$ cat src/rtl/qrs_div_cell.sv
module qrs_div_cell #(
    parameter int NW     = 34,
    parameter int DV     = 17,
    parameter int SIDE_W = 3
) (
    input  logic              i_clk,
    input  logic              i_rst_n,
    input  logic              i_vld,
    input  logic [NW-1:0]     i_n,
    input  logic [DV-1:0]     i_d,
    input  logic [DV-1:0]     i_rem,
    input  logic [NW-1:0]     i_q,
    input  logic [SIDE_W-1:0] i_side,
    output logic              o_vld,
    output logic [NW-1:0]     o_n,
    output logic [DV-1:0]     o_d,
    output logic [DV-1:0]     o_rem,
    output logic [NW-1:0]     o_q,
    output logic [SIDE_W-1:0] o_side
);
    logic [DV:0] r_sh, r_sub;
    logic        ge;

    always_comb begin
        r_sh  = {i_rem, i_n[NW-1]};
        ge    = r_sh >= {1'b0, i_d};
        r_sub = r_sh - {1'b0, i_d};
    end

    always_ff @(posedge i_clk) begin
        if (!i_rst_n) begin
            o_vld <= 1'b0;
        end else begin
            o_vld <= i_vld;
        end
        o_n    <= {i_n[NW-2:0], 1'b0};
        o_d    <= i_d;
        o_rem  <= ge ? r_sub[DV-1:0] : r_sh[DV-1:0];
        o_q    <= {i_q[NW-2:0], ge};
        o_side <= i_side;
    end

endmodule

$ cat config.mk
export PLATFORM = sky130hd
export DESIGN_NAME = qrs_div_cell
export DESIGN_NICKNAME = d
export VERILOG_FILES = /design/src/rtl/qrs_div_cell.sv
export SDC_FILE = /design/constraint.sdc
export NUM_CORES = 1
export LEC_CHECK = 0
export BUFFER_PORTS_ARGS = -buffer_cell sky130_fd_sc_hd__buf_2
export CORE_ASPECT_RATIO = 1.25
export CORE_MARGIN = 2
export CORE_UTILIZATION = 35
export DETAILED_ROUTE_END_ITERATION = 6
export MAX_ROUTING_LAYER = met4
export PLACE_DENSITY = 0.73
export SLEW_MARGIN = 10
export SYNTH_ARGS = -nofsm -noshare
export SYNTH_HDL_FRONTEND = slang
export SYNTH_SLANG_ARGS = --single-unit
export TNS_END_PERCENT = 1
$ cat constraint.sdc
create_clock -name i_clk -period 4.8 [get_ports i_clk]
set_clock_uncertainty 0.05 [all_clocks]
set_input_delay 0.48 -clock i_clk [delete_from_list [all_inputs] [get_ports i_clk]]
set_output_delay 0.48 -clock i_clk [all_outputs]
set_load 0.05 [all_outputs]
## Word-level counts from Yosys, hierarchy flattened

Cells that the tools add are included.

- Logic and storage cells: 9
- Output and inout port bits: 106
- Flip-flop bits (word level): 105
- Bits of input ports: 108

- Multiplexer cells: 1
- $lt $le $gt $ge: 1
- $add $sub $neg: 1

Operator list:

| cell | count |
|---|---|
| greater-or-equal comparator 18 x 17 -> 1 bit | 1 |
| two-way mux 17 bit | 1 |
| subtractor 17 bit | 1 |

## Depth between registers and ports, before layout

- Depth in word-level cells: 2
- Mapped depth: 12
- Gate-level depth less buffers: 11

## Least setup slack after synthesis

OpenSTA, ideal clock, no wires.

- Kind: input port to flip-flop
- Start point: input port i_n[33]
- End point: register o_rem[10]
- Arrival: 2.327 ns
- Path buffers: 1
- Slack: 2.301 ns
- Stages: 12
- Data required time: 4.629 ns
- Library setup time: 0.121 ns
- Cells stage by stage: inv_1 ha_1 inv_1 fa_1 a21oi_1 or3_4 a21oi_4 o21bai_4 and2_4 buf_12 inv_12 mux2_4

- Cells in the longest elaborated chain, start to end: 2
- Elaborated cells between the ends (all ways): 3
- Those cells by class: 1 x add/sub; 1 x order compare; 1 x mux

RTL lines:

| item | RTL line | text |
|---|---|---|
| start: declaration | 9 | `input logic [NW-1:0] i_n,` |
| greater-or-equal comparator 18 x 17 -> 1 bit | 26 | `ge = r_sh >= {1'b0, i_d};` |
| net ge | 22 | `logic ge;` |
| two-way mux 17 bit | 38 | `o_rem <= ge ? r_sub[DV-1:0] : r_sh[DV-1:0];` |
| end signal: assignment | 38 |  |
| end: declaration | 17 | `output logic [DV-1:0] o_rem,` |

The timed path passes the listed nets, and every way through them passes these cells.
A chain may end at the register's enable or synchronous reset.

## Worst setup path after layout

- Start point: input port i_n[33]
- End point: register o_rem[3]

The elaborated chain is that of the path after synthesis.

==> results.yml <==
grt:
  first_global_vias: 2634
  track_usage_pct: 19.0
  grt_first_pass_wirelength_mm: 14.0
  grt_overflow: 0
  grt_max_degree: 19
  antenna_found_initial: 2
critical_path:
  crit_path_start: "i_n[33]"
  worst-path-max-fanout: 10
  critPathArrivalTime_ns: 2.67
  crit_path_end_kind: "flip-flop"
  path_class: "input port to flip-flop"
  crit_required_ns: 4.98
  critPathLaunchType: "input port"
power_and_ir_drop:
  power_density_nw_per_um2: 465
  peakVddDrop_v: 0.000192
  p_leak_nw: 2.44
layout:
  n_fill_cell: 862
  multiInputGateArea_um2: 1070
  final_cells: 610
  final_util_pct: 52.3
  syn2layout_area_growth_pct: 45.2
  regArea_um2: 2100
  nets: 606
  drive_gt1_share_pct: 51.1
detailed_routing:
  wirelength_mm: 9.81
  dr.pass1.iters: 4
  drc: 0
  vias: 2682
  ant_nets: 0
  first_iter_violations: 71
  avgViaCountPerCell: 4.40
  wl_per_cell_um: 16.1
clock_network:
  cts.path.max_buffers: 2
  cts_tree: "yes"
  cts_buffers: 9
  hold_buffers: 0
  htree_levels: 3
  cts.clk_slew.worst_paths_ns: 0.07
  numClockSinks: 105
  ctsResizeCount: 0
  cts-root-buf: "clkbuf_16"
  postCtsSetupBuffers: 0
timing:
  period_needed_ns: 2.49
  setup-violations-final: 0
  hold_viol_final: 0
  setup-tns-final_ns: 0
  rsz0062_at_grt: "false"
  period_share_pct: 51.8
  max_freq_mhz: 402
  drv_slew: 0
  worst_hold_slack_ns: 0.187
logic_synthesis:
  yosys_most_used_dff: "dfxtp_1"
  synth_area_leaders: "dfxtp_1 (64%), ha_1 (6.4%), mux2_4 (4.5%)"
  synth_nets: 386
  ys_top_cells_by_count: "dfxtp_1 (105), inv_1 (22), ha_1 (17), a21oi_1 (13), mux2_4 (10)"
  syn_avg_cell_area_um2: 12.7
  postSynth.asyncResetShare_pct: 0
  ys_types: 47
  syn-cell-area_um2: 3300
  netlist_instances: 260
  netlist.area_leader.share_pct: 63.7
  yosysTopAreaCell: "dfxtp_1"
  ys_warn_count: 0
  synth_edf_count: 0
  yosysMostFrequentCell: "dfxtp_1"
  ys_ff_latch: 105
  synth_seq_area_share_pct: 63.7
place:
  post-place-cells: 592
  dpl.hpwl_mm: 7.99
  port-buffer-count: 211
  routabilityCongestion: 0.906
floorplan:
  num_io_pins: 214
  die_w_um: 90.9
  dieArea_um2: 10200
  start_util_pct: 36.0
  row_count: 39
  coreArea_um2: 9170
  die_h_um: 113
hold_path:
  min_from: "i_n[26]"
  hp-class: "input port to flip-flop"
status:
  status: "completed"
run:
  cap_violations: 0
-- critical path, stage by stage --
cell and delay (ns):
buf_2 0.11, inv_1 0.05, ha_1 0.14, inv_1 0.05, fa_1 0.41, a21oi_1 0.25, or3_4 0.18, a21oi_4 0.06
o21bai_4 0.24, and2_4 0.32, inv_12 0.07, mux2_4 0.30
-- power breakdown --
| part | switching (mW) | leakage [nW] | internal (mW) | total (mW) |
|---|---|---|---|---|
| Sequential | 0.0159 | 0.886 | 0.940 | 0.956 |
| Clock | 0.325 | 0.145 | 0.412 | 0.737 |
| Combinational | 0.379 | 1.41 | 0.158 | 0.537 |
| Total | 0.720 | 2.44 | 1.51 | 2.23 |
-- worst paths after layout --
check,depth (start not counted),slack [ns],to
hold / removal,1,0.19,o_n[27]$_DFF_P_
setup / recovery,12,2.31,o_rem[3]$_DFF_P_
-- flip-flops by register name (all words and copies together), names as in the netlist --
name,cells
o_d,17
o_n,33
o_q,34
o_rem,17
o_side,3
o_vld,1
-- cells in the final DEF (no fill, tap or decap), types with 2 or more instances in the layout --
cell and n:
a21oi_1 13, mux2_4 10, a21boi_0 3, and2_1 4, buf_2 211, nand2b_1 3, a21o_1 3, nand3_1 7
dfxtp_1 105, o31ai_2 3, nand2_1 9, nor2_1 6, inv_1 22, clkinv_4 2, xor2_1 3, o21ai_0 7
o21a_1 2, o21bai_1 2, ha_1 17, nor3_1 4, xnor2_1 8, o2bb2ai_1 2, clkbuf_16 9, diode_2 2
-- layout make-up --
class                      instances  share of cell area, %
sequential                       105                   43.9
inverter                          23                   2.06
multi-input combinational        130                   22.4
clock buffer                      10                   4.78
timing repair buffer             211                   22.0
clock inverter                     6                   1.57
antenna                            2                  0.104
tap                              123                   3.21
-- stage by stage --
stage,setup WS (ns),area (um^2),power [mW]
after floorplan,2.30,3300,1.37
after global placement,1.97,4480,1.51
after detailed placement,1.97,4480,1.51
after CTS,2.32,4790,2.25
after global routing,2.21,4790,2.32
final,2.31,4790,2.23
-- routing by layer --
layer,global-route usage [%],wire (um),vias to the layer above
met3,11.8,1360,11
li1,-,-,1323
met2,31.5,4680,142
met5,-,0,-
met1,18.7,3630,1206
met4,5.35,146,0
-- cells by family after synthesis --
| group | share of synthesized area [%] |
|---|---|
| other cells | 0.114 |
| flops | 63.7 |
| xor+xnor | 2.92 |
| fa+ha+maj | 7.05 |
| compound gates | 10.7 |
| mux | 4.85 |
| buf+inv | 3.83 |
| simple gates | 6.90 |
Power figures use the tool's default switching activity.
