==> src/rtl/qrs_pkg.sv <==
package qrs_pkg;

    localparam int COEF_WIDTH_DEF = 16;
    localparam int ROOT_FRAC_DEF  = 16;
    localparam int ROOT_W         = 32;

    typedef enum logic [1:0] {
        CLS_NONE = 2'd0,
        CLS_ONE  = 2'd1,
        CLS_TWO  = 2'd2,
        CLS_INF  = 2'd3
    } t_root_class;

endpackage

==> src/rtl/qrs_front.sv <==
module qrs_front #(
    parameter int W = qrs_pkg::COEF_WIDTH_DEF,
    parameter int F = qrs_pkg::ROOT_FRAC_DEF
) (
    input  logic                        i_clk,
    input  logic                        i_rst_n,
    input  logic                        i_vld,
    input  logic [W-1:0]                i_a,
    input  logic [W-1:0]                i_b,
    input  logic [W-1:0]                i_c,
    output logic                        o_vld,
    output qrs_pkg::t_root_class        o_cls,
    output logic                        o_an,
    output logic                        o_bn,
    output logic                        o_cn,
    output logic [W-1:0]                o_am,
    output logic [W-1:0]                o_bm,
    output logic [W-1:0]                o_cm,
    output logic [2*W+2+2*F-1:0]        o_rad
);
    localparam int DW = 2*W+2;

    logic         r_v1, r_an, r_bn, r_cn;
    logic [W-1:0] r_am, r_bm, r_cm;
    logic [2*W-1:0] r_b2, r_ac;
    logic [W-1:0] n_am, n_bm, n_cm;

    logic          r_v2, r_an2, r_bn2, r_cn2;
    logic [W-1:0]  r_am2, r_bm2, r_cm2;
    logic [DW-1:0] r_d;
    qrs_pkg::t_root_class r_cls;

    logic [DW-1:0] four_ac, b2x, n_d;
    logic          mixed, d_ok;
    qrs_pkg::t_root_class n_cls;

    always_comb begin
        n_am = i_a[W-1] ? (~i_a + W'(1)) : i_a;
        n_bm = i_b[W-1] ? (~i_b + W'(1)) : i_b;
        n_cm = i_c[W-1] ? (~i_c + W'(1)) : i_c;
    end

    always_ff @(posedge i_clk) begin
        if (!i_rst_n) begin
            r_v1 <= 1'b0;
        end else begin
            r_v1 <= i_vld;
        end
        r_an <= i_a[W-1];
        r_bn <= i_b[W-1];
        r_cn <= i_c[W-1];
        r_am <= n_am;
        r_bm <= n_bm;
        r_cm <= n_cm;
        r_b2 <= n_bm * n_bm;
        r_ac <= n_am * n_cm;
    end

    always_comb begin
        four_ac = {r_ac, 2'b00};
        b2x     = DW'(r_b2);
        mixed   = (r_an != r_cn) && (r_ac != '0);
        d_ok    = 1'b1;
        n_d     = '0;
        if (mixed) begin
            n_d = b2x + four_ac;
        end else if (four_ac > b2x) begin
            d_ok = 1'b0;
        end else begin
            n_d = b2x - four_ac;
        end
        if (r_am == '0) begin
            if (r_bm == '0) begin
                n_cls = (r_cm == '0) ? qrs_pkg::CLS_INF : qrs_pkg::CLS_NONE;
            end else begin
                n_cls = qrs_pkg::CLS_ONE;
            end
        end else begin
            n_cls = d_ok ? qrs_pkg::CLS_TWO : qrs_pkg::CLS_NONE;
        end
    end

    always_ff @(posedge i_clk) begin
        if (!i_rst_n) begin
            r_v2 <= 1'b0;
        end else begin
            r_v2 <= r_v1;
        end
        r_an2 <= r_an;
        r_bn2 <= r_bn;
        r_cn2 <= r_cn;
        r_am2 <= r_am;
        r_bm2 <= r_bm;
        r_cm2 <= r_cm;
        r_d   <= n_d;
        r_cls <= n_cls;
    end

    assign o_vld = r_v2;
    assign o_cls = r_cls;
    assign o_an  = r_an2;
    assign o_bn  = r_bn2;
    assign o_cn  = r_cn2;
    assign o_am  = r_am2;
    assign o_bm  = r_bm2;
    assign o_cm  = r_cm2;
    assign o_rad = {r_d, {(2*F){1'b0}}};

endmodule

==> config.mk <==
export PLATFORM = sky130hd
export DESIGN_NAME = qrs_front
export DESIGN_NICKNAME = d
export VERILOG_FILES = /design/src/rtl/qrs_pkg.sv /design/src/rtl/qrs_front.sv
export SDC_FILE = /design/constraint.sdc
export NUM_CORES = 1
export LEC_CHECK = 0
export ABC_CLOCK_PERIOD_IN_PS = 15090
export BUFFER_PORTS_ARGS = -buffer_cell sky130_fd_sc_hd__buf_2
export CORE_UTILIZATION = 55
export DETAILED_ROUTE_END_ITERATION = 16
export PLACE_DENSITY = 0.81
export SYNTH_ARGS = -nofsm -noshare
export SYNTH_HDL_FRONTEND = slang
export SYNTH_SLANG_ARGS = --single-unit
==> constraint.sdc <==
create_clock -name i_clk -period 15.09 [get_ports i_clk]
set_input_delay 1.509 -clock i_clk [delete_from_list [all_inputs] [get_ports i_clk]]
set_output_delay 1.509 -clock i_clk [all_outputs]
set_load 0.01 [all_outputs]
After elaboration in Yosys (flattened, before gate mapping)

Index checks and enable logic that the tools add are counted.

Add/sub/neg operators: 5
$mul: 2
Magnitude comparators: 1
Eq/ne operators: 1
Multiplexer cells: 11
Bitwise operators: 3
Reduce and logical (&&, ||, !) cells: 5

Operator list:

| cell                  | count |
|---|---|
| $mux 34               | 2 |
| $mul 16x16->32        | 2 |
| $add 16x1->16 const B | 3 |
| $logic_not 16->1      | 3 |
| $mux 16               | 3 |
| $not 16->16           | 3 |
| $add 32x34->34        | 1 |
| $gt 34x32->1          | 1 |
| $sub 32x34->34        | 1 |
| $reduce_bool 32->1    | 1 |
| $mux 2                | 4 |
| $mux 1                | 2 |
| $logic_and 1x1->1     | 1 |
| $ne 1x1->1            | 1 |

Bits in registers: 204
Input port bits: 51
Output and inout port bits: 120

Depth between registers and ports, before layout

Gate-level depths: netlist of the first run.

Depth in word-level cells: 5
Depth in mapped cells: 31

Worst setup path after synthesis of the first run

OpenSTA, ideal clock, no wires.

Path kind: input to register
Start: input i_b[0]
End: register r_b2[27]
Library setup time: 0.120 ns
Arrival time: 8.577 ns
Data required time: 14.970 ns
Slack: 6.393 ns
Stages on the path: 29
Buffers on the path: 1
Cells stage by stage: inv_1 -> clkbuf_1 -> ha_1 -> a21oi_1 -> a21o_1 -> xnor2_1 -> clkinv_1 -> nand2_1 -> inv_1 -> fa_1 -> inv_1 -> fa_1 -> inv_1 -> fa_1 -> fa_1 -> fa_1 -> inv_1 -> fa_1 -> inv_1 -> ha_1 -> a21o_1 -> a21oi_1 -> o21ai_0 -> a22o_1 -> a2111oi_1 -> o21bai_1 -> a22oi_1 -> nand2_1 -> xor2_1

Longest elaborated chain between the ends: 4

RTL lines:

| item                   | RTL line        | text |
|---|---|---|
| start: declaration     | qrs_front.sv:9  | `input logic [W-1:0] i_b,` |
| $not 16->16            | qrs_front.sv:39 | `n_bm = i_b[W-1] ? (~i_b + W'(1)) : i_b;` |
| $add 16x1->16          | qrs_front.sv:39 |  |
| $mux 16                | qrs_front.sv:39 |  |
| net n_bm[10]           | qrs_front.sv:26 | `logic [W-1:0] n_am, n_bm, n_cm;` |
| $mul 16x16->32         | qrs_front.sv:55 | `r_b2 <= n_bm * n_bm;` |
| end signal: assignment | qrs_front.sv:55 |  |
| end: declaration       | qrs_front.sv:25 | `logic [2*W-1:0] r_b2, r_ac;` |

The timed path passes the listed nets, and every way through them passes these cells.
A chain may end at the register's enable or synchronous reset.

Worst setup path after layout of the first run

Ends and elaborated chain as after synthesis.

==> results.ini, run 1 <==
[timing]
drv_slew = 0
tightestPinTransition_ns = 1.39
setup_tns_ns = 0
fmax_mhz = 103
setup_viol = 0
rsz0062_at_grt = no
post-route-min-period_ns = 9.71
period_share_pct = 64.4
finClkSkew_ns = 0.0270
timing.slew.headroom_pct = 6.78
hold_violations = 0

[global_routing]
grt_pass1_vias = 20500
grt-ovfl-total = 0
grt_pass1_wl_um = 104000
grt_antenna_before_repair = 1
grt_max_degree = 47
track_usage_pct = 29.3

[floorplanning]
die_h_um = 212
start_util_pct = 56.1
dieWidth_um = 212
core_sq_um = 43300
dieArea_sq_um = 45000
num_io_pins = 171
rows = 76

[place]
gp_congestion = 0.968
portBuffers = 137
hpwl_um = 52100

[critical_path]
cp_slowest_cell = xnor2_1
end_kind = register
regToRegSetupSlack_ns = 10.36
max_stage_delay_ns = 0.73
crit_type = in -> reg
required_ns = 15.53
crit_start = i_b[0]
crit_arrival_ns = 10.15
path_max_fanout = 16
cp-start-kind = input port
timing.rr.start = r_ac[2]

[final_layout]
syn2layout_area_growth_pct = 8.31
nFillCells = 3639
final_common_cell = inv_1
diodes = 0
drive_above_1_share_pct = 8.65
layout_common_cells = inv_1, fa_1, nor2_1
finalNetCount = 3543

[status]
outcome = finished, final reports clean

[clock_tree]
cts_tree = built
cts.hold.buffers_added = 0
numCtsBuffers = 25
cts_setup_buffers = 0
htree_levels = 1
clock_latency_ns = 0.56
clkTransAtPathRegs_ns = 0.06
cts_buffer_depth = 3
cts_sinks = 201
ctsRootBufferMaster = clkbuf_16
cts_resized = 0

[routing]
ant_nets = 0
via_per_inst = 5.62
wl_per_cell_um = 18.4
drc_errors = 0
firstDrtPassIters = 6
vias = 19500
wirelength_um = 63900
drt-initial-drc-count = 1457

[synthesis]
ys.flop_type = dfxtp_1
yosys_warnings = 0
synthArstFlopShare_pct = 0
synth.avg_cell_area_sq_um = 8.84
ys_types = 92
synthCells = 2746
yosysTopAreaCellShare_pct = 29.6
synth_edf_count = 0
synth_area_leader_cell = fa_1
seq_area_frac_synth_pct = 16.6
ys_ff_latch = 201
synth_area_leaders = fa_1, dfxtp_1, ha_1
netlist_area_sq_um = 24300

[min_path]
hold_start = r_bn
min_path_type = reg -> reg

[flow_run]
drv_cap = 0

## synth_stat cells, types with 23 or more instances
cell type and count:
inv_1 537, fa_1 359, nor2_1 287, ha_1 262, nand2_1 244, dfxtp_1 201
a21oi_1 126, o21ai_0 63, xnor2_1 55, clkbuf_1 45, xor2_1 44, a21o_1 37
buf_4 37, o21bai_1 32, nor3_1 27, nor4_1 26, nand2b_1 23
## kinds of logic after synthesis
logic type | after synthesis | share of synthesized area, %
buffers and inverters | 665 | 11.4
xor gates and xnor gates | 101 | 3.70
other | 2 | 0.0309
and+or+nand+nor | 720 | 13.1
adders and majority gates | 621 | 43.1
DFF | 201 | 16.6
AOI/OAI and AO/OA | 436 | 12.1
## metrics by stage
step	utilization (%)	area, sq um	std cells	hold WS (ns)	worst slack, ns
2_1_floorplan	-	24400	2788	0.310	6.39
3_3_place_gp	58.7	25400	3429	0.312	5.31
3_5_place_dp	58.7	25400	3429	0.326	5.01
4_1_cts	60.8	26300	3474	0.344	5.58
5_1_grt	60.8	26300	3474	0.351	4.73
6_report	60.8	26300	3474	0.339	5.38
## worst max-delay path: cells and delay by family
family | cells | cell delay [ns]
fa+ha+maj | 8 | 3.61
compound gates | 9 | 2.38
buf+inv | 8 | 1.38
xor+xnor | 2 | 0.88
simple gates | 2 | 0.38
## sequential cells by signal (all words and copies together) (netlist names)
signal and flops:
o_an 1, o_am 16, r_bm 15, r_v1 1
r_d 33, r_bn 1, o_bn 1, r_b2 31
r_am 16, o_cn 1, o_bm 16, r_ac 32
r_an 1, o_vld 1, o_cls 2, r_cn 1
r_cm 16, o_cm 16
## final cells by class
class                           count  area (sq um)  area share [%]
Clock inverter                     17           245           0.932
Inverter                          554          2080            7.91
Multi-Input combinational cell   1922         17700            67.1
Timing Repair Buffer              167           911            3.46
Sequential cell                   201          4020            15.3
Clock buffer                       28           657            2.50
Tap cell                          585           732            2.78
## final timing paths
path	depth (start not counted)	end
setup / recovery	29	r_b2[27]
hold / removal	0	o_bn
setup reg to reg	13	r_d[18]
hold reg to reg	0	o_bn
## routing by layer
metal	wire, um	vias to the layer above	global-route usage, %
met4	2200	0	10.3
met2	29800	823	47.7
met5	0	-	0
met1	26400	9642	39.1
li1	-	8898	-
met3	5430	149	5.49
Power of run 1 is left out: the tool's default activity adds up to more than one toggle a clock period on the data nets, which glitch-free logic cannot reach.
==> run 2, diff against run 1 <==
--- a/config.mk
+++ b/config.mk
@@ -5,7 +5,7 @@
 export SDC_FILE = /design/constraint.sdc
 export NUM_CORES = 1
 export LEC_CHECK = 0
-export ABC_CLOCK_PERIOD_IN_PS = 15090
+export ABC_CLOCK_PERIOD_IN_PS = 9300
 export BUFFER_PORTS_ARGS = -buffer_cell sky130_fd_sc_hd__buf_2
 export CORE_UTILIZATION = 55
 export DETAILED_ROUTE_END_ITERATION = 16
==> constraint.sdc (replaced) <==
create_clock -name i_clk -period 9.3 [get_ports i_clk]
set_input_delay 0.93 -clock i_clk [delete_from_list [all_inputs] [get_ports i_clk]]
set_output_delay 0.93 -clock i_clk [all_outputs]
set_load 0.01 [all_outputs]
==> results.ini, run 2 (synthesis results as in run 1) <==
[status]
outcome = finished, final reports clean

[floorplanning]
core_sq_um = 43300
die_h_um = 212
start_util_pct = 56.1
rows = 76
dieArea_sq_um = 45000
num_io_pins = 171
dieWidth_um = 212

[routing]
firstDrtPassIters = 8
drt-initial-drc-count = 1574
ant_nets = 0
vias = 19500
via_per_inst = 5.56
drc_errors = 0
wirelength_um = 64600
wl_per_cell_um = 18.5

[critical_path]
crit_end = r_ac[30]
path_max_fanout = 10
reg2reg_to = r_d[18]
crit_arrival_ns = 8.66
end_kind = register
cp_common_cell = fa_1
worstRegToRegCells = 13
required_ns = 9.77
cp_slowest_cell = xor2_1
regToRegSetupSlack_ns = 4.51
cp-start-kind = input port
timing.rr.start = r_ac[2]
crit_type = in -> reg
crit_start = i_a[0]
max_stage_delay_ns = 0.55

[final_layout]
nFillCells = 3717
largest_register_ffs = 33
layout_common_cells = inv_1, fa_1, nor2_1
syn2layout_area_growth_pct = 8.71
drive_above_1_share_pct = 9.41
finalNetCount = 3569
final_common_cell = inv_1
diodes = 0
reg.largest.list = r_d (33), r_ac (32), r_b2 (31)
top_register = r_d

[clock_tree]
cts_resized = 0
ctsRootBufferMaster = clkbuf_16
clkTransAtPathRegs_ns = 0.07
cts.hold.buffers_added = 0
cts_setup_buffers = 0
clock_latency_ns = 0.55
cts_sinks = 201
htree_levels = 1
numCtsBuffers = 23
cts_tree = built
cts_buffer_depth = 3

[global_routing]
grt-ovfl-total = 0
grt_max_degree = 47
grt_pass1_vias = 20000
track_usage_pct = 29.8
grt_antenna_before_repair = 0
grt_pass1_wl_um = 104000

[timing]
post-route-min-period_ns = 8.18
period_share_pct = 88.0
finClkSkew_ns = 0.0154
fmax_mhz = 122
rsz0062_at_grt = no
tightestPinTransition_ns = 1.20
drv_slew = 0
setup_ws_ns = 1.12
setup_viol = 0
hold_violations = 0
timing.slew.headroom_pct = 19.2
setup_tns_ns = 0

[place]
portBuffers = 137
gp_congestion = 0.964
dp_slack_ns = 0.644
hpwl_um = 53100

[flow_run]
drv_cap = 0

[min_path]
min_path_type = reg -> reg

## run 2: changes by cell type in the layout (fill, tap and decap cells not counted), sizes merged
cell / before / now
buf: 167 / 195
bufinv: 5 / 2
clkbuf: 28 / 29
clkinv: 16 / 15
inv: 546 / 545
## run 2: worst max-delay path, delay by kind of cell
kind | cells | cell delay (ns)
AND/OR/NAND/NOR | 7 | 1.50
AO/OA/AOI/OAI | 5 | 1.26
XOR/XNOR | 2 | 0.72
adder cells (fa/ha/maj) | 7 | 3.25
buffers and inverters | 8 | 0.97
## run 2: final cells by class
type | instances | area, sq um | area share, %
Clock buffer | 29 | 638 | 2.42
Sequential cell | 201 | 4020 | 15.2
Inverter | 554 | 2080 | 7.88
Multi-Input combinational cell | 1922 | 17700 | 66.9
Clock inverter | 12 | 144 | 0.545
Timing Repair Buffer | 195 | 1120 | 4.25
Tap cell | 585 | 732 | 2.77
## run 2: worst min-delay path by stage
stage / depth (start not counted) / end / startpoint
2_1_floorplan: 0 / o_bn / r_bn
3_3_place_gp: 0 / o_bn / r_bn
3_5_place_dp: 0 / o_bn / r_bn
4_1_cts: 0 / o_bn / r_bn
5_1_grt: 0 / o_bn / r_bn
6_report: 0 / o_bn / r_bn
## run 2: routing by layer
layer	global-route usage [%]	wire length [um]	vias up
met1	42.1	27600	9596
li1	-	-	8955
met5	0	0	-
met2	46.0	29300	782
met4	9.97	2080	0
met3	5.61	5630	126
## run 2: per-stage QoR
stage | cell area (sq um) | utilization, % | hold WS (ns) | instances
floorplan | 24400 | - | 0.310 | 2788
detailed placement | 25600 | 59.2 | 0.320 | 3457
CTS | 26400 | 61.0 | 0.336 | 3498
global placement | 25600 | 59.2 | 0.312 | 3457
global route | 26400 | 61.0 | 0.346 | 3498
finish | 26400 | 61.0 | 0.339 | 3498
Power of run 2 is left out for the same reason.
