File: config.mk
export PLATFORM = sky130hd
export DESIGN_NAME = qrs_sqrt_cell
export DESIGN_NICKNAME = d
export VERILOG_FILES = /design/src/rtl/qrs_sqrt_cell.sv
export SDC_FILE = /design/constraint.sdc
export NUM_CORES = 1
export LEC_CHECK = 0
export BUFFER_PORTS_ARGS = -buffer_cell sky130_fd_sc_hd__buf_2
export CAP_MARGIN = 10
export CORE_AREA = 2 2 113 115
export DETAILED_ROUTE_END_ITERATION = 7
export DIE_AREA = 0 0 115 117
export PLACE_DENSITY = 0.79
export RECOVER_POWER = 100
export SKIP_CTS_REPAIR_TIMING = 1
export SYNTH_ARGS = -nofsm -noshare
export SYNTH_HDL_FRONTEND = slang
export SYNTH_SLANG_ARGS = --single-unit
File: constraint.sdc
create_clock -name i_clk -period 5.4 [get_ports i_clk]
set_input_delay 0.27 -clock i_clk [delete_from_list [all_inputs] [get_ports i_clk]]
set_output_delay 0.27 -clock i_clk [all_outputs]
set_load 0.02 [all_outputs]
File: src/rtl/qrs_sqrt_cell.sv
module qrs_sqrt_cell #(
    parameter int RW     = 66,
    parameter int SIDE_W = 8
) (
    input  logic              i_clk,
    input  logic              i_rst_n,
    input  logic              i_vld,
    input  logic [RW-1:0]     i_x,
    input  logic [RW/2-1:0]   i_root,
    input  logic [RW/2+1:0]   i_rem,
    input  logic [SIDE_W-1:0] i_side,
    output logic              o_vld,
    output logic [RW-1:0]     o_x,
    output logic [RW/2-1:0]   o_root,
    output logic [RW/2+1:0]   o_rem,
    output logic [SIDE_W-1:0] o_side
);
    localparam int SW = RW/2;

    logic [SW+1:0] rem_sh, trial;
    logic          ge;

    always_comb begin
        rem_sh = {i_rem[SW-1:0], i_x[RW-1:RW-2]};
        trial  = {i_root, 2'b01};
        ge     = rem_sh >= trial;
    end

    always_ff @(posedge i_clk) begin
        if (!i_rst_n) begin
            o_vld <= 1'b0;
        end else begin
            o_vld <= i_vld;
        end
        o_x    <= {i_x[RW-3:0], 2'b00};
        o_root <= {i_root[SW-2:0], ge};
        o_rem  <= ge ? (rem_sh - trial) : rem_sh;
        o_side <= i_side;
    end

endmodule

# Word level (Yosys, flattened, before mapping)
# Index checks and enable logic that the tools add are counted.
# W data, S select, Z words.
[totals]
reg_bits = 141
mem_count = 0
romBits = 0
latchBits = 0
input_bits = 145
mem_bits_rw = 0
[op_classes]
bitwise_logic = 0
n_shift = 0
add_sub_neg = 1
n_reduce_logical = 0
div_mod_pow = 0
n_mux = 1
multipliers = 0
n_lt_le_gt_ge = 1
eq_ne = 0
[ops]
columns = ["cell", "n"]
rows = [
  ["$ge A35 B35 Y1", 1],
  ["$mux W35", 1],
  ["$sub A35 B35 Y35", 1],
]

# Logic depth before layout (Yosys ltp)
# Gate-level depths: netlist of run 1.
[logic_depth]
depth_word = 2
ltp_mapped = 13

# Worst setup path after synthesis of run 1
# Ideal clock, no wire load.
[synth_path]
kind = "input to register"
start = "in i_root[0]"
end = "reg o_rem[25]"
n_path_buf = 0
t_required_ps = 5277
stages = 10
path_slack_ps = 3079
arrival_time_ps = 2198
cell_sequence = "inv_1 > ha_1 > o211ai_1 > o21ai_2 > o2111ai_1 > a21oi_1 > or4b_4 > a31oi_2 > xor2_1 > o21ai_0"
[synth_via]
elab_chain_len = 2
elab_cells_between_ends = 3
classes_between = "add/sub (1); order compare (1); mux (1)"
[synth_rtl]
columns = ["item", "line", "rtl"]
rows = [
  ["from (decl)", "9", "input logic [RW/2-1:0] i_root,"],
  ["$sub A35 B35 Y35 / $ge A35 B35 Y1 (equally long branches)", "37, 26", ""],
  ["$mux W35 *", "37", "o_rem <= ge ? (rem_sh - trial) : rem_sh;"],
  ["to (signal assigned)", "37", ""],
  ["to (decl)", "15", "output logic [RW/2+1:0] o_rem,"],
]
# Mark *: on every way between the ends. The rest lies on a longest branch, timed or not.
# A chain may end at the register's enable or synchronous reset.

# Worst setup path in the final report of run 1
[layout_path]
start = "in i_root[10]"
end = "reg o_rem[32]"
# The elaborated chain is that of the path after synthesis.

==> summary.log, run 1 <==
qor: status.outcome completed
qor: drt.drc 0
qor: sta.slew_headroom 2.452%
qor: cells_and_area.drive_gt1_share 17.83%
qor: critical_path.cp-end-kind flop
qor: cells_and_area.mostFrequentLayoutCell clkbuf_1
qor: pwr.max-vdd-ir-drop 0.2259 mV
qor: drt.drtIter0Drc 327
qor: drt.vias_per_cell 4.998
qor: synthesis.dominantRegCellSynth dfxtp_1
qor: pwr.design_power_total 3.008 mW
qor: clocking.numCtsBuffers 17
qor: job.maxCapViolations 0
qor: critical_path.worst_ep_required_time 5.71 ns
qor: placement.post_dp_cell_area 0.006902 mm²
qor: global_routing.grt_util_all_layers 23.04%
qor: synthesis.synth_top_area_cells dfxtp_1 52%, ha_1 8.1%, a21oi_1 4.8%, inv_1 3.1%, xnor2_1 2.6%
qor: synthesis.ys_types 63
qor: cells_and_area.finish.cell_count_without_fillers 1093
qor: clocking.tritoncts yes
qor: sta.setup-violations-final 0
qor: pwr.switching_share 29.53%
qor: global_routing.maximum_number_of_pins_on_one_net_before_global_route_repair 31
qor: drt.drtAntennaViolNets 0
qor: critical_path.arrival 4.28 ns
qor: pwr.p_comb_share 21.1%
qor: sta.fin_tns_setup 0 ns
qor: global_routing.global_route_wire_length_before_repair 23650 µm
qor: pwr.p_leak 3.781 nW
qor: pwr.cellInternalPower 2.119 mW
qor: pwr.pwr-share-clk 40.3%
qor: placement.numPortBuffers 283
qor: sta.worst-slew-pin-transition 1.463 ns
qor: floorplanning.floorplan.die.width 115 µm
qor: placement.final_weighted_congestion_of_routability_driven_global_placement 0.8473
qor: clocking.number_of_levels_the_h_tree_was_split_into 4
qor: synthesis.share_of_the_synthesized_area_in_the_top_cell_type 52.31%
qor: pwr.sequentialPowerShare 38.5%
qor: sta.fmaxAchievable 252.2 MHz
qor: placement.numPlacedInstances 957
qor: pwr.netSwitchingPower 0.8881 mW
qor: cells_and_area.commonest_cells_after_routing_fill_and_taps_aside 166 x clkbuf_1, 141 x dfxtp_1, 120 x buf_2
qor: critical_path.startpoint_type primary input
qor: synthesis.post_syn_area 0.005396 mm²
qor: synthesis.synth_largest_area_cell dfxtp_1
qor: floorplanning.coreArea 0.01231 mm²
qor: critical_path.crit_path_max_fo 30
qor: sta.maxSlewViolCount 0
qor: floorplanning.initial_standard_cell_utilization_of_the_core 43.83%
qor: sta.final_worst_path_period_share 73.44%
qor: floorplanning.fp-row-count 41
qor: synthesis.synth_area_per_cell 10.05 µm²
qor: clocking.max-clock-path-buffers 2
qor: cells_and_area.layout.nets 1110
qor: placement.detailed_place_hpwl 12530 µm
qor: floorplanning.design.die.area 0.01346 mm²
qor: critical_path.timing_startpoint_of_the_critical_path i_root[10]
qor: sta.timing.final.hold_violations 0
qor: drt.firstDrtPassIters 5
qor: sta.rsz0062_at_grt no
qor: clocking.clk_transition_reported_paths 0.06 ns
qor: floorplanning.ios 288
qor: cells_and_area.flow.area_growth_from_synthesis 54.21%
qor: critical_path.worstSetupEndpoint o_rem[32]$_DFF_P_
qor: drt.vias 5463
qor: global_routing.antenna_found_initial 1
qor: floorplanning.dieHeight 117 µm
qor: synthesis.ys_seq_elements 141
qor: drt.route.final.wire_length 19530 µm
qor: global_routing.first_global_vias 4793
qor: synthesis.synth_warnings 0
qor: cells_and_area.post-route-util 67.59%
qor: clocking.cts.sinks 141
qor: critical_path.worst-setup-path-type in -> reg
qor: synthesis.ys_seq_area_share 52.31%
qor: drt.post_drt_wl_per_cell 17.87 µm
qor: synthesis.postSynthCellCount 537
qor: cells_and_area.final_cell_area 0.008322 mm²
qor: pwr.power.density 361.4 mW/mm²
qor: min_path.classification_of_the_worst_slack_hold_path in -> reg
qor: global_routing.globalRoute.totalOverflow 0
qor: synthesis.async_flop_share 0%
qor: clocking.root_buffer_selected_by_cts clkbuf_16
qor: sta.min_period 3.966 ns
qor: synthesis.number_of_synthesized_flops_with_an_enable_pin 0
[sequential cells by signal, indices dropped and copies added (netlist names)]
register and cells:
o_rem 35, o_root 33, o_vld 1, o_x 64, o_side 8
[per-layer routing]
layer  up-vias  routed length, µm  track usage [%]
met2       223               9950            40.90
met5         -                  0                0
met4         0                665            7.791
met1      2542               7480            25.05
met3        45               1437            9.320
li1       2653                  -                -
[through the flow]
stage	hold WS (ns)	setup slack, ns
2_1_floorplan	0.2977	3.079
3_3_place_gp	0.3723	2.348
3_5_place_dp	0.3736	2.322
4_1_cts	-0.07094	2.752
5_1_grt	0.06726	0.9889
6_report	0.06244	1.434
[critical path: stages]
cell and delay, ns:
dlygate4sd3_1 0.56, clkbuf_1 0.12, inv_1 0.05, ha_1 0.39, a21oi_1 0.32, o21ai_0 0.12, a21oi_1 0.16, o211ai_1 0.20
a21oi_1 0.35, o31a_1 0.19, clkbuf_1 1.07, nor4_1 0.23, a21o_1 0.22
[layout make-up]
type,instances,area [µm²]
fillers,1048,3990
flip-flops and latches,141,2823
multi-input cells,337,2278
repair buffers,389,2261
clock buffers,19,442.9
well taps,150,187.7
inverters,44,165.2
clock inverters,12,161.4
diodes,1,2.502
[synthesized netlist by cell type (all sizes together) (2+ instances only)]
cell / n
inv: 44
nand2b: 4
xor2: 11
a31oi: 5
nor4b: 2
dfxtp: 141
o21bai: 6
and4: 3
o21ai: 27
nand2: 36
nand4: 9
o31ai: 4
xnor2: 16
clkbuf: 4
a21o: 16
and3b: 2
buf: 12
o221ai: 2
nor2: 33
nand3: 10
a2111oi: 2
a211o: 3
o211ai: 5
o31a: 2
ha: 35
and3: 4
a21boi: 5
nor3: 10
and2: 5
a31o: 2
a21oi: 54
nor4: 3
o21a: 7
a211oi: 2
[logic make-up after synthesis]
kind of cell	after synthesis	share of synthesized area, %
AOI/OAI and AO/OA	147	18.20
DFF	141	52.31
and+or+nand+nor	125	11.48
buffers and inverters	60	5.240
adders and majority gates	35	8.115
xor gates and xnor gates	27	4.382
other	1	0.06949
muxes	1	0.2087
[worst min path at each step]
stage,startpoint,endpoint,slack [ns],depth (start not counted)
final,i_rem[14],o_rem[16]$_DFF_P_,0.06,3
after global routing,i_rem[2],o_rem[4]$_DFF_P_,0.07,3
after global placement,i_x[10],o_x[12]$_DFF_P_,0.37,1
after detailed placement,i_x[62],o_x[64]$_DFF_P_,0.37,1
after CTS,i_x[7],o_x[9]$_DFF_P_,-0.07,1
after floorplan,i_root[9],o_root[10]$_DFF_P_,0.30,0
[power by group through the flow]
stage,Clock (mW),Combinational [mW],Sequential [mW]
after detailed placement,0,0.591,1.17
after global routing,1.28,0.691,1.17
after CTS,1.22,0.596,1.15
after floorplan,0,0.267,1.30
after global placement,0,0.585,1.17
final,1.21,0.636,1.16
Power figures use the tool's default switching activity.
==> run 2: changes to the inputs <==
--- a/config.mk
+++ b/config.mk
@@ -7,10 +7,10 @@
 export LEC_CHECK = 0
 export BUFFER_PORTS_ARGS = -buffer_cell sky130_fd_sc_hd__buf_2
 export CAP_MARGIN = 10
-export CORE_AREA = 2 2 113 115
+export CORE_MARGIN = 1
+export CORE_UTILIZATION = 40
 export DETAILED_ROUTE_END_ITERATION = 7
-export DIE_AREA = 0 0 115 117
-export PLACE_DENSITY = 0.79
+export PLACE_DENSITY = 0.75
 export RECOVER_POWER = 100
 export SKIP_CTS_REPAIR_TIMING = 1
 export SYNTH_ARGS = -nofsm -noshare
==> constraint.sdc (replaced) <==
create_clock -name i_clk -period 3.5 [get_ports i_clk]
set_input_delay 0.175 -clock i_clk [delete_from_list [all_inputs] [get_ports i_clk]]
set_output_delay 0.175 -clock i_clk [all_outputs]
set_load 0.02 [all_outputs]
==> run 2 against run 1 <==
- the run now ends with negative hold slack left
- global-route usage is essentially flat
- sequential power rose by 54%
- clock power increased by 51%
- critical path depth up 1
- flip-flop and latch count did not move
- power grew 53%
- first-iteration DRC count down 6.7%
- cell count up 3.4%
- worst hold slack lost 0.071 ns
- die area grew 3.7%
==> summary.log, run 2 (synthesis results as in run 1) <==
qor: pwr.p_leak 3.858 nW
qor: global_routing.global_route_wire_length_before_repair 24440 µm
qor: clocking.number_of_levels_the_h_tree_was_split_into 4
qor: sta.worst-slew-pin-transition 0.8391 ns
qor: floorplanning.ios 288
qor: cells_and_area.mostFrequentLayoutCell clkbuf_1
qor: cells_and_area.layout.filler_cells 1154
qor: placement.final_weighted_congestion_of_routability_driven_global_placement 0.9082
qor: critical_path.timing_startpoint_of_the_critical_path i_root[12]
qor: sta.whs -0.008484 ns
qor: critical_path.worst-setup-path-type in -> reg
qor: global_routing.globalRoute.totalOverflow 0
qor: floorplanning.initial_standard_cell_utilization_of_the_core 40.91%
qor: floorplanning.coreArea 0.01319 mm²
qor: placement.numPlacedInstances 986
qor: sta.min_period 3.235 ns
qor: critical_path.cp-end-kind flop
qor: cells_and_area.drive_gt1_share 19.18%
qor: status.violations_in_the_final_reports negative hold slack
qor: placement.numPortBuffers 283
qor: cells_and_area.final_cell_area 0.008448 mm²
qor: critical_path.crit_path_frequent_cell a21oi_1
qor: critical_path.timing.critical_path.depth 14
qor: drt.drtAntennaViolNets 0
qor: critical_path.worstSetupEndpoint o_rem[15]$_DFF_P_
qor: cells_and_area.commonest_cells_after_routing_fill_and_taps_aside 153 x clkbuf_1, 141 x dfxtp_1, 130 x buf_2
qor: drt.drc 0
qor: cells_and_area.finish.cell_count_without_fillers 1130
qor: global_routing.first_global_vias 4786
qor: pwr.max-vdd-ir-drop 0.3169 mV
qor: floorplanning.floorplan.die.width 118.2 µm
qor: critical_path.arrival 3.53 ns
qor: sta.setup-violations-final 0
qor: critical_path.critical_path.slowest_cell dlygate4sd3_1
qor: critical_path.worst_ep_required_time 3.80 ns
qor: sta.maxSlewViolCount 0
qor: cells_and_area.n_antenna_cell 0
qor: status.outcome complete, but fails checks
qor: cells_and_area.max_flop_register o_x
qor: global_routing.antenna_found_initial 0
qor: sta.slew_headroom 42.61%
qor: clocking.numCtsBuffers 17
qor: drt.route.final.wire_length 19030 µm
qor: cells_and_area.layout.nets 1121
qor: floorplanning.dieHeight 118.2 µm
qor: cells_and_area.largest_register_ff_count 64
qor: floorplanning.fp-row-count 42
qor: cells_and_area.post-route-util 64.05%
qor: clocking.clk_transition_reported_paths 0.06 ns
qor: placement.post_dp_cell_area 0.006957 mm²
qor: sta.fmaxAchievable 309.1 MHz
qor: sta.fin_tns_setup 0 ns
qor: clocking.root_buffer_selected_by_cts clkbuf_16
qor: clocking.cts.sinks 141
qor: critical_path.timing.critical_path.cells dlygate4sd3_1, clkbuf_1, inv_1, ha_1, a21oi_1, o21ai_0, a21oi_1, o211ai_2, a21oi_1, o31a_1, inv_1, buf_4, nor2_1, a21oi_1
qor: critical_path.cp.buffers_inverters 5
qor: clocking.tritoncts yes
qor: placement.detailed_place_hpwl 12730 µm
qor: drt.vias 5482
qor: critical_path.crit_path_max_incr_delay 0.53 ns
qor: pwr.power.density 545.3 mW/mm²
qor: critical_path.path_delay_family compound AO/OA/AOI/OAI gates
qor: drt.post_drt_wl_per_cell 16.84 µm
qor: min_path.classification_of_the_worst_slack_hold_path in -> reg
qor: sta.timing.final.hold_violations 1
qor: global_routing.maximum_number_of_pins_on_one_net_before_global_route_repair 25
qor: drt.drtIter0Drc 305
qor: sta.rsz0062_at_grt no
qor: cells_and_area.largest_registers_in_the_final_layout o_x: 64 flops, o_rem: 35 flops, o_root: 33 flops
qor: clocking.max-clock-path-buffers 2
qor: critical_path.startpoint_type primary input
qor: sta.final_worst_path_period_share 92.44%
qor: critical_path.crit_path_max_fo 24
qor: floorplanning.design.die.area 0.01396 mm²
qor: job.maxCapViolations 0
qor: cells_and_area.flow.area_growth_from_synthesis 56.55%
qor: global_routing.grt_util_all_layers 23.06%
qor: drt.vias_per_cell 4.851
qor: drt.firstDrtPassIters 4
## run 2: changes by cell type in the layout (fill, tap and decap cells not counted), moves of 2 or more
cell / previous run / this run
buf_2: 120 / 130
buf_4: 0 / 5
clkbuf_1: 166 / 153
clkinv_4: 4 / 2
clkinvlp_4: 0 / 2
dlygate4sd3_1: 104 / 112
inv_6: 3 / 5
## run 2: worst min-delay path by stage
stage,cells past startpoint,start,to
2_1_floorplan,0,i_root[9],o_root[10]$_DFF_P_
3_3_place_gp,1,i_x[25],o_x[27]$_DFF_P_
3_5_place_dp,1,i_x[11],o_x[13]$_DFF_P_
4_1_cts,1,i_x[18],o_x[20]$_DFF_P_
5_1_grt,3,i_rem[17],o_rem[19]$_DFF_P_
6_report,3,i_rem[20],o_rem[22]$_DFF_P_
## run 2: stage by stage
stage	worst slack, ns	hold WS [ns]	power [mW]
after global routing	0.09711	0.005584	4.801
after global placement	0.6487	0.2776	2.715
after CTS	1.051	-0.1629	4.547
after floorplan	1.274	0.2027	2.410
final	0.2646	-0.008484	4.607
after detailed placement	0.6101	0.2786	2.729
## run 2: power breakdown
| part | switching (mW) | internal [mW] | leakage, nW |
|---|---|---|---|
| logic | 0.601 | 0.392 | 2.38 |
| registers | 0.0397 | 1.75 | 1.19 |
| clock network | 0.743 | 1.09 | 0.287 |
| total | 1.38 | 3.22 | 3.86 |
## run 2: routing by layer
metal  global-route usage (%)  share of wire, %  vias to the layer above
li1                         -                 -                     2673
met3                    7.481               6.1                       45
met1                    26.16                39                     2527
met5                        0                 0                        -
met4                    8.654               3.4                        0
met2                    40.11                51                      237
## run 2: cell type report
class | instances | area, µm² | area share [%]
multi-input combinational | 337 | 2260 | 26.75
sequential | 141 | 2823 | 33.41
inverter | 44 | 165.2 | 1.955
timing repair buffer | 400 | 2385 | 28.23
tap | 176 | 220.2 | 2.607
clock inverter | 13 | 152.6 | 1.807
clock buffer | 19 | 442.9 | 5.243
## run 2: worst min-delay path, stage by stage
cell     delay (ns)
buf_2          0.10
nand2_1        0.04
o21ai_0        0.06
